### src/rtl/core/arls_pkg.sv
// ----------------------------------------------------------------------------
// arls_pkg: shared definitions for the addressable RGB LED serializer
// Item kinds, register indexes, bit counts and the color reorder helper.
// ----------------------------------------------------------------------------
`default_nettype none

package arls_pkg;

  // Kind of an input transaction, carried in tuser.
  typedef enum logic [1:0] {
    FUNC_SET_ONE = 2'd0,
    FUNC_SET_ALL = 2'd1,
    FUNC_START   = 2'd2,
    FUNC_TICK    = 2'd3
  } func_t;

  // Configuration register indexes.
  localparam logic [1:0] CFG_ZERO_HIGH = 2'd0;
  localparam logic [1:0] CFG_ZERO_LOW  = 2'd1;
  localparam logic [1:0] CFG_ONE_HIGH  = 2'd2;
  localparam logic [1:0] CFG_ONE_LOW   = 2'd3;

  // Register reset values.
  localparam logic [7:0] ZERO_HIGH_RST = 8'd1;
  localparam logic [7:0] ZERO_LOW_RST  = 8'd8;
  localparam logic [7:0] ONE_HIGH_RST  = 8'd8;
  localparam logic [7:0] ONE_LOW_RST   = 8'd1;

  localparam int         COLOR_W        = 24;
  localparam int         INDEX_W        = 16;
  localparam logic [4:0] BITS_PER_PIXEL = 5'd24;

  typedef logic [COLOR_W-1:0] color_t;

  // Stored colors are 0xRRGGBB; the wire wants green, red, then blue.
  function automatic color_t grb_word(input color_t rgb);
    return {rgb[15:8], rgb[23:16], rgb[7:0]};
  endfunction

endpackage

`default_nettype wire

### src/rtl/core/arls_ram.sv
// ----------------------------------------------------------------------------
// arls_ram: generic single-write, single-read RAM
// One write port and one read port with registered read data.
// ----------------------------------------------------------------------------
`default_nettype none

module arls_ram #(
  parameter int WIDTH = 24,
  parameter int DEPTH = 64
) (
  input  wire logic                                      clk,
  input  wire logic                                      we,
  input  wire logic [(DEPTH > 1 ? $clog2(DEPTH) : 1)-1:0] waddr,
  input  wire logic [WIDTH-1:0]                          wdata,
  input  wire logic                                      re,
  input  wire logic [(DEPTH > 1 ? $clog2(DEPTH) : 1)-1:0] raddr,
  output logic      [WIDTH-1:0]                          rdata
);

  logic [WIDTH-1:0] mem [DEPTH];

  always_ff @(posedge clk) begin
    if (we) begin
      mem[waddr] <= wdata;
    end
    if (re) begin
      rdata <= mem[raddr];
    end
  end

endmodule

`default_nettype wire

### src/rtl/core/addressable_rgb_led_serializer.sv
// ----------------------------------------------------------------------------
// addressable_rgb_led_serializer: single-wire GRB LED frame serializer
// Pixel store plus pulse-width serializer advanced by tick transactions.
// ----------------------------------------------------------------------------
// Usage:
//   Input stream: tuser selects set one pixel, set all pixels, start frame or
//   tick; tdata carries pixel index and color. Every input transaction gives
//   exactly one output transaction: tdata[0] is the line level, tuser[0] is
//   busy and tlast marks the tick that ends the frame.
//   Transactions pass the input register and then the output register; one
//   is taken every cycle while the output is not stalled. The pixel index
//   reduction is split across the input register and the processing stage,
//   and the next pixel is fetched from the store RAM in the cycle after a
//   pixel ends, so ticks can stream back to back and pulse widths are exact in ticks.
//   Set all pixels takes effect at once through a fill color register and
//   per-pixel written flags; no clearing pass is needed after reset.
//   Reset clears the store to black, stops any frame and loads the default
//   tick counts. A stalled output register holds its transaction; one more
//   input transaction is buffered in the input register before in_tready
//   drops.
//   Configuration writes take effect on the next cycle and must be made
//   while the block is idle.
// ----------------------------------------------------------------------------
`default_nettype none

module addressable_rgb_led_serializer #(
  parameter int LED_COUNT = 64
) (
  input  wire logic        clk,
  input  wire logic        rst_n,
  // Configuration write port
  input  wire logic        cfg_we,
  input  wire logic [1:0]  cfg_index,
  input  wire logic [7:0]  cfg_wdata,
  // Input stream
  input  wire logic        in_tvalid,
  output logic             in_tready,
  input  wire logic [39:0] in_tdata,   // [15:0] pixel_index, [39:16] color
  input  wire logic [1:0]  in_tuser,   // [1:0] func
  // Output stream
  output logic             out_tvalid,
  input  wire logic        out_tready,
  output logic [7:0]       out_tdata,  // [0] line_level, [7:1] zero
  output logic [0:0]       out_tuser,  // [0] busy_res
  output logic             out_tlast   // frame_done
);

  localparam int AW = (LED_COUNT > 1) ? $clog2(LED_COUNT) : 1;
  localparam int CW = $clog2(LED_COUNT + 1);

  // Index modulo LED_COUNT by reciprocal multiply; exact for 16-bit indexes.
  localparam int           MOD_L = (LED_COUNT > 1) ? $clog2(LED_COUNT) : 0;
  localparam int           MOD_S = arls_pkg::INDEX_W + MOD_L;
  localparam longint       MOD_M_FULL = ((64'd1 << MOD_S) + LED_COUNT - 1) / LED_COUNT;
  localparam logic [17:0]  MOD_M = 18'(MOD_M_FULL);

  // Configuration registers
  logic [7:0] zero_high_r, zero_low_r, one_high_r, one_low_r;

  // Input stage
  logic                         s1_v_r;
  arls_pkg::func_t              s1_func_r;
  logic [arls_pkg::INDEX_W-1:0] s1_idx_r;
  logic [arls_pkg::INDEX_W-1:0] s1_q_r;
  arls_pkg::color_t             s1_color_r;
  logic [33:0]                  in_prod;
  logic [arls_pkg::INDEX_W-1:0] in_q;

  // Serializer state
  logic             sending_r, sending_nxt;
  logic             phase_low_r, phase_low_nxt;
  logic [7:0]       phase_ticks_r, phase_ticks_nxt;
  logic [4:0]       bit_count_r, bit_count_nxt;
  logic [CW-1:0]    pixel_count_r, pixel_count_nxt;
  arls_pkg::color_t shift_word_r, shift_word_nxt;
  logic             pend_r, pend_nxt;

  // Pixel store: RAM plus fill color and written flags
  arls_pkg::color_t fill_color_r;
  logic             written_r [LED_COUNT];
  arls_pkg::color_t ram_rdata;
  logic             ram_we, ram_re;
  logic [AW-1:0]    ram_waddr, ram_raddr;

  // Output register
  logic out_v_r, out_level_r, out_busy_r, out_done_r;

  logic                         proceed;
  logic                         out_free;
  logic [31:0]                  qn;
  logic [arls_pkg::INDEX_W-1:0] idx_rem;
  arls_pkg::color_t             eff_shift;
  logic                         cur_bit;
  logic [7:0]                   limit;
  logic [7:0]                   ticks_inc;
  logic [4:0]                   bits_inc;
  logic [CW-1:0]                pixels_inc;
  logic                         load;
  logic                         done_c;
  logic                         res_level, res_busy;

  assign out_free  = !out_v_r || out_tready;
  assign proceed   = s1_v_r && out_free;
  assign in_tready = !s1_v_r || out_free;

  assign in_prod = 34'(in_tdata[15:0]) * 34'(MOD_M);
  assign in_q    = arls_pkg::INDEX_W'(in_prod >> MOD_S);

  always_ff @(posedge clk) begin
    if (!rst_n) begin
      zero_high_r <= arls_pkg::ZERO_HIGH_RST;
      zero_low_r  <= arls_pkg::ZERO_LOW_RST;
      one_high_r  <= arls_pkg::ONE_HIGH_RST;
      one_low_r   <= arls_pkg::ONE_LOW_RST;
    end else if (cfg_we) begin
      case (cfg_index)
        arls_pkg::CFG_ZERO_HIGH: zero_high_r <= cfg_wdata;
        arls_pkg::CFG_ZERO_LOW:  zero_low_r  <= cfg_wdata;
        arls_pkg::CFG_ONE_HIGH:  one_high_r  <= cfg_wdata;
        arls_pkg::CFG_ONE_LOW:   one_low_r   <= cfg_wdata;
        default: ;
      endcase
    end
  end

  always_ff @(posedge clk) begin
    if (!rst_n) begin
      s1_v_r <= 1'b0;
    end else if (in_tready) begin
      s1_v_r <= in_tvalid;
    end
  end

  always_ff @(posedge clk) begin
    if (in_tready && in_tvalid) begin
      s1_func_r  <= arls_pkg::func_t'(in_tuser);
      s1_idx_r   <= in_tdata[15:0];
      s1_q_r     <= in_q;
      s1_color_r <= in_tdata[39:16];
    end
  end

  // Remainder of the index after the registered quotient.
  assign qn      = 32'(s1_q_r) * 32'(LED_COUNT);
  assign idx_rem = s1_idx_r - qn[arls_pkg::INDEX_W-1:0];

  // A pixel fetched in the previous cycle becomes the shift word now.
  always_comb begin
    if (pend_r) begin
      if (written_r[pixel_count_r[AW-1:0]]) begin
        eff_shift = arls_pkg::grb_word(ram_rdata);
      end else begin
        eff_shift = arls_pkg::grb_word(fill_color_r);
      end
    end else begin
      eff_shift = shift_word_r;
    end
  end

  assign cur_bit    = eff_shift[arls_pkg::COLOR_W-1];
  assign ticks_inc  = phase_ticks_r + 8'd1;
  assign bits_inc   = bit_count_r + 5'd1;
  assign pixels_inc = pixel_count_r + CW'(1);

  always_comb begin
    if (cur_bit) begin
      limit = phase_low_r ? one_low_r : one_high_r;
    end else begin
      limit = phase_low_r ? zero_low_r : zero_high_r;
    end
  end

  always_comb begin
    sending_nxt     = sending_r;
    phase_low_nxt   = phase_low_r;
    phase_ticks_nxt = phase_ticks_r;
    bit_count_nxt   = bit_count_r;
    pixel_count_nxt = pixel_count_r;
    shift_word_nxt  = eff_shift;
    load            = 1'b0;
    done_c          = 1'b0;
    ram_we          = 1'b0;
    ram_raddr       = '0;
    if (proceed) begin
      case (s1_func_r)
        arls_pkg::FUNC_SET_ONE: begin
          ram_we = 1'b1;
        end
        arls_pkg::FUNC_SET_ALL: begin
        end
        arls_pkg::FUNC_START: begin
          if (!sending_r) begin
            sending_nxt     = 1'b1;
            phase_low_nxt   = 1'b0;
            phase_ticks_nxt = 8'd0;
            bit_count_nxt   = 5'd0;
            pixel_count_nxt = '0;
            load            = 1'b1;
          end
        end
        arls_pkg::FUNC_TICK: begin
          if (sending_r) begin
            phase_ticks_nxt = ticks_inc;
            if (ticks_inc >= limit) begin
              phase_ticks_nxt = 8'd0;
              if (!phase_low_r) begin
                phase_low_nxt = 1'b1;
              end else begin
                phase_low_nxt  = 1'b0;
                shift_word_nxt = {eff_shift[arls_pkg::COLOR_W-2:0], 1'b0};
                bit_count_nxt  = bits_inc;
                if (bits_inc >= arls_pkg::BITS_PER_PIXEL) begin
                  if (pixels_inc == CW'(LED_COUNT)) begin
                    sending_nxt     = 1'b0;
                    done_c          = 1'b1;
                    pixel_count_nxt = '0;
                    bit_count_nxt   = 5'd0;
                    shift_word_nxt  = '0;
                  end else begin
                    pixel_count_nxt = pixels_inc;
                    bit_count_nxt   = 5'd0;
                    ram_raddr       = pixels_inc[AW-1:0];
                    load            = 1'b1;
                  end
                end
              end
            end
          end
        end
        default: ;
      endcase
    end
    ram_re   = load;
    pend_nxt = load;
  end

  assign ram_waddr = idx_rem[AW-1:0];

  always_comb begin
    if (s1_func_r == arls_pkg::FUNC_TICK && sending_r) begin
      res_level = !phase_low_r;
      res_busy  = 1'b1;
    end else begin
      res_level = sending_nxt && !phase_low_nxt;
      res_busy  = sending_nxt;
    end
  end

  always_ff @(posedge clk) begin
    if (!rst_n) begin
      sending_r     <= 1'b0;
      phase_low_r   <= 1'b0;
      phase_ticks_r <= 8'd0;
      bit_count_r   <= 5'd0;
      pixel_count_r <= '0;
      shift_word_r  <= '0;
      pend_r        <= 1'b0;
    end else begin
      sending_r     <= sending_nxt;
      phase_low_r   <= phase_low_nxt;
      phase_ticks_r <= phase_ticks_nxt;
      bit_count_r   <= bit_count_nxt;
      pixel_count_r <= pixel_count_nxt;
      shift_word_r  <= shift_word_nxt;
      pend_r        <= pend_nxt;
    end
  end

  // Set all replaces the fill color and forgets every single-pixel write.
  always_ff @(posedge clk) begin
    if (!rst_n) begin
      fill_color_r <= '0;
      for (int i = 0; i < LED_COUNT; i++) begin
        written_r[i] <= 1'b0;
      end
    end else if (proceed && s1_func_r == arls_pkg::FUNC_SET_ALL) begin
      fill_color_r <= s1_color_r;
      for (int i = 0; i < LED_COUNT; i++) begin
        written_r[i] <= 1'b0;
      end
    end else if (ram_we) begin
      written_r[ram_waddr] <= 1'b1;
    end
  end

  arls_ram #(
    .WIDTH (arls_pkg::COLOR_W),
    .DEPTH (LED_COUNT)
  ) u_store (
    .clk   (clk),
    .we    (ram_we),
    .waddr (ram_waddr),
    .wdata (s1_color_r),
    .re    (ram_re),
    .raddr (ram_raddr),
    .rdata (ram_rdata)
  );

  always_ff @(posedge clk) begin
    if (!rst_n) begin
      out_v_r <= 1'b0;
    end else if (out_free) begin
      out_v_r <= s1_v_r;
    end
  end

  always_ff @(posedge clk) begin
    if (proceed) begin
      out_level_r <= res_level;
      out_busy_r  <= res_busy;
      out_done_r  <= done_c;
    end
  end

  assign out_tvalid = out_v_r;
  assign out_tdata  = {7'd0, out_level_r};
  assign out_tuser  = out_busy_r;
  assign out_tlast  = out_done_r;

`ifndef NO_ASSERTIONS
  // A fetched pixel is only pending while a frame is running.
  a_pend_sending: assert property (@(posedge clk) disable iff (!rst_n)
    pend_r |-> sending_r)
    else $error("pixel fetch pending while idle");

  // The end-of-frame transaction still reports busy.
  a_done_busy: assert property (@(posedge clk) disable iff (!rst_n)
    (out_tvalid && out_tlast) |-> out_tuser[0])
    else $error("frame_done without busy");

  // Ending a frame stops the serializer on the next cycle.
  a_done_stops: assert property (@(posedge clk) disable iff (!rst_n)
    (proceed && done_c) |=> !sending_r)
    else $error("serializer still sending after frame end");

  // A store write and a pixel fetch never come from the same transaction.
  a_rw_excl: assert property (@(posedge clk) disable iff (!rst_n)
    !(ram_we && ram_re))
    else $error("store write and fetch in the same cycle");
`endif

endmodule

`default_nettype wire
### config.mk
export PLATFORM = sky130hd
export DESIGN_NAME = addressable_rgb_led_serializer
export DESIGN_NICKNAME = d
export VERILOG_FILES = /design/src/rtl/core/arls_pkg.sv /design/src/rtl/core/arls_ram.sv /design/src/rtl/core/addressable_rgb_led_serializer.sv
export SDC_FILE = /design/constraint.sdc
export NUM_CORES = 2
export LEC_CHECK = 0
export ABC_CLOCK_PERIOD_IN_PS = 11300
export BUFFER_PORTS_ARGS = -buffer_cell sky130_fd_sc_hd__buf_2
export CAP_MARGIN = 20
export CORE_UTILIZATION = 40
export CTS_BUF_LIST = sky130_fd_sc_hd__clkbuf_4
export DETAILED_ROUTE_END_ITERATION = 8
export PLACE_DENSITY = 0.58
export SKIP_CTS_REPAIR_TIMING = 1
export SLEW_MARGIN = 10
export SYNTH_ARGS = -nofsm -noshare
export SYNTH_HDL_FRONTEND = slang
export SYNTH_SLANG_ARGS = --single-unit
### constraint.sdc
create_clock -name clk -period 11.3 [get_ports clk]
set_input_delay 0.565 -clock clk [delete_from_list [all_inputs] [get_ports clk]]
set_output_delay 0.565 -clock clk [all_outputs]
set_load 0.05 [all_outputs]
==> impl_metrics.csv <==
group,metric,value,unit
synthesis,synth_edf_count,1595,
synthesis,synth_top_cell_by_area,"edfxtp_1",
synthesis,ys_ff_latch,1770,
setup_path,critical_path_required,12330,ps
detailed_routing,wl_per_cell,28.27,µm
finish,syn_to_final_growth,15.21,%
timing,slew_viol_final,0,
placement,hpwl,102.2,mm
global_route,grt_overflow,0,
detailed_routing,dr.pass1.iters,6,
timing,hold_violations,0,
global_route,busiest_layer,"met2",
finish,drive_above_1_share,0.2171,
global_route,antenna_found_initial,13,
synthesis,avgSynthCellArea,16.13,µm²
global_route,first_global_vias,40739,
synthesis,ys_types,84,
synthesis,synth_commonest_cells,"edfxtp_1 (1595), o22ai_1 (503), mux2i_1 (226), a21oi_1 (189), a211oi_1 (180)",
global_route,grt_max_degree,108,
global_route,met1_usage,0.3085,
power_and_ir_drop,power_density,164.7,nW/µm²
clock_tree,clock_path_buffers,4,
clock_tree,cts.sinks,1770,
global_route,grt_pass1_wl,282.6,mm
power_and_ir_drop,power.total,12.74,mW
global_route,grt_use_met2,0.3713,
timing,fin_setup_tns,0,ps
worst_hold_path,min_from,"cfg_wdata[3]",
detailed_routing,num_vias,41947,
synthesis,synthTopCellsByArea,"edfxtp_1 (71%), dfxtp_1 (5.2%), o22ai_1 (4.7%), mux2i_1 (3.4%), a211oi_1 (2.0%)",
timing,setup_viol,0,
clock_tree,htree_levels,5,
power_and_ir_drop,total_leakage_power,23.69,nW
floorplanning,start_util,0.4051,
floorplanning,fp-row-count,149,
detailed_routing,via_per_inst,5.886,
global_route,grt_usage,0.2323,
clock_tree,numCtsBuffers,454,
synthesis,post_synth_inst_count,4163,
run_status,outcome,"complete, no violations",
flow_run,max_cap_violations,0,
synthesis,ys_seq_area_frac,0.7656,
floorplanning,die-width,411.7,µm
synthesis,synth_top_area_frac,0.7134,
clock_tree,clkTransAtPathRegs,60,ps
placement,port_buffers,51,
synthesis,synth_most_common_cell,"edfxtp_1",
clock_tree,cts_root_buf,"clkbuf_4",
timing,relSlewSlack,0.2048,
finish,nNetsFinal,4674,
timing,fin_crit,8376,ps
floorplanning,ios,69,
timing,max_clock_freq,119.4,MHz
detailed_routing,drc,0,
timing,fin_crit_sh,0.7412,
setup_path,crit_path_max_fanout,40,
synthesis,ys_warn_count,0,
worst_hold_path,hold_path_class,"primary input to flop",
power_and_ir_drop,ir_worst_vdd,0.1058,mV
timing,rsz0062_at_grt,"false",
detailed_routing,antenna_left,0,
setup_path,start_kind,"flop",
timing,skew,134.6,ps
detailed_routing,drt_wl_total,201.5,mm
timing,whs,36.19,ps
floorplanning,coreArea,165700,µm²
global_route,grt_util_met3,0.05499,
timing,worst_pin_slew,1189,ps
synthesis,ys.flop_type,"edfxtp_1",
detailed_routing,drt_iter0_markers,4624,
setup_path,crit_type,"flop to flop",
floorplanning,die_h,411.7,µm
synthesis,synth_area,67140,µm²
setup_path,cp-end-kind,"flop",
setup_path,critPathArrivalTime,9410,ps
synthesis,ys_async_sr_fraction,0,
clock_tree,clock_latency,1390,ps
clock_tree,tritoncts,"yes",
floorplanning,dieArea,169500,µm²
placement,place_congestion,0.8242,
power breakdown:
| part | total, mW | switching (mW) | internal, mW | leakage, nW |
|---|---|---|---|---|
| registers | 7.16 | 0.0112 | 7.15 | 15.8 |
| clock network | 5.35 | 2.49 | 2.86 | 3.39 |
| logic | 0.234 | 0.178 | 0.0561 | 4.53 |
final timing paths:
check                      endpoint  slack, ps  cells after the start
setup / recovery  u_store.rdata[20]       2920                     18
hold / removal       zero_high_r[3]         40                      4
setup reg to reg  u_store.rdata[20]       2920                     18
hold reg to reg        one_low_r[3]        460                      2
flip-flops by register name (all words and copies together) (netlist names), 2 cells and up, named ones only:
signal         flops
s1_idx_r           6
u_store.rdata     24
zero_low_r         8
one_high_r         8
one_low_r          8
written_r         64
zero_high_r        8
shift_word_r      24
s1_func_r          2
fill_color_r      24
bit_count_r        5
u_store.mem     1536
phase_ticks_r      8
s1_color_r        24
pixel_count_r      7
area by class of cell:
class                      count  area [µm²]
clock inverter                74       402.9
inverter                      34       127.6
timing repair buffer         281        2597
fill                       14344       88390
sequential                  1770       51400
tap                         2189        2739
antenna                       18       45.04
multi-input combinational   2065       14810
clock buffer                 696        5225
critical path, cell delays in order, from the launching register on:
cell and delay (ps):
dfxtp_1 1020, mux4_2 620, o21ai_0 340, nand4_2 260, mux2i_1 210, nand3b_1 90, nand2_1 590, mux4_2 440
ha_1 320, and2_1 190, and4_1 230, a32o_2 540, nand3_4 790, buf_4 540, o22ai_1 160, a211oi_1 90
o32ai_1 660, o21ai_1 560, nand3b_1 310
cells by family (layout without fill, tap and decap cells):
| group | count (synthesis) | count (layout) | share of synthesized area |
|---|---|---|---|
| compound gates | 1191 | 1191 | 0.1202 |
| xor+xnor | 11 | 11 | 0.001435 |
| fa+ha+maj | 11 | 11 | 0.002050 |
| buf+inv | 334 | 1085 | 0.02203 |
| flops | 1770 | 1770 | 0.7656 |
| mux | 269 | 269 | 0.04460 |
| other cells | 1 | 25 | 0.00005585 |
| simple gates | 576 | 576 | 0.04407 |
per-stage QoR:
step / area, µm² / std cells / setup WS, ps / utilization
floorplan: 67160 / 4169 / 6072 / -
global placement: 70340 / 6228 / 3161 / 0.4244
detailed placement: 70510 / 6236 / 3156 / 0.4254
CTS: 76140 / 7006 / 3092 / 0.4594
global route: 77340 / 7122 / 2593 / 0.4666
finish: 77350 / 7127 / 2924 / 0.4667
per-layer routing:
metal,part of all wire,up-vias
met5,0.00011,-
met4,0.030,4
met3,0.093,337
met2,0.47,2102
met1,0.41,21353
li1,-,18151
layout by cell type, fill, tap and decap left out, types with 16 or more instances in the layout:
cell type	count
nor2_1	37
mux4_2	17
dlygate4sd3_1	94
a211oi_1	180
o22ai_1	503
nand4_1	23
nor2b_1	87
nor2_4	37
inv_1	33
o221ai_1	96
edfxtp_1	1595
dfxtp_1	175
o21ai_0	21
mux2i_1	226
o32ai_1	80
clkinv_1	56
nand2_1	140
buf_2	51
mux2_2	22
buf_12	16
nor2_2	28
and2_1	17
diode_2	18
nand3_1	21
clkbuf_4	696
buf_4	111
a21boi_0	52
nor3_1	103
a21oi_1	188
Note: power is estimated with default switching activity, not from simulation.
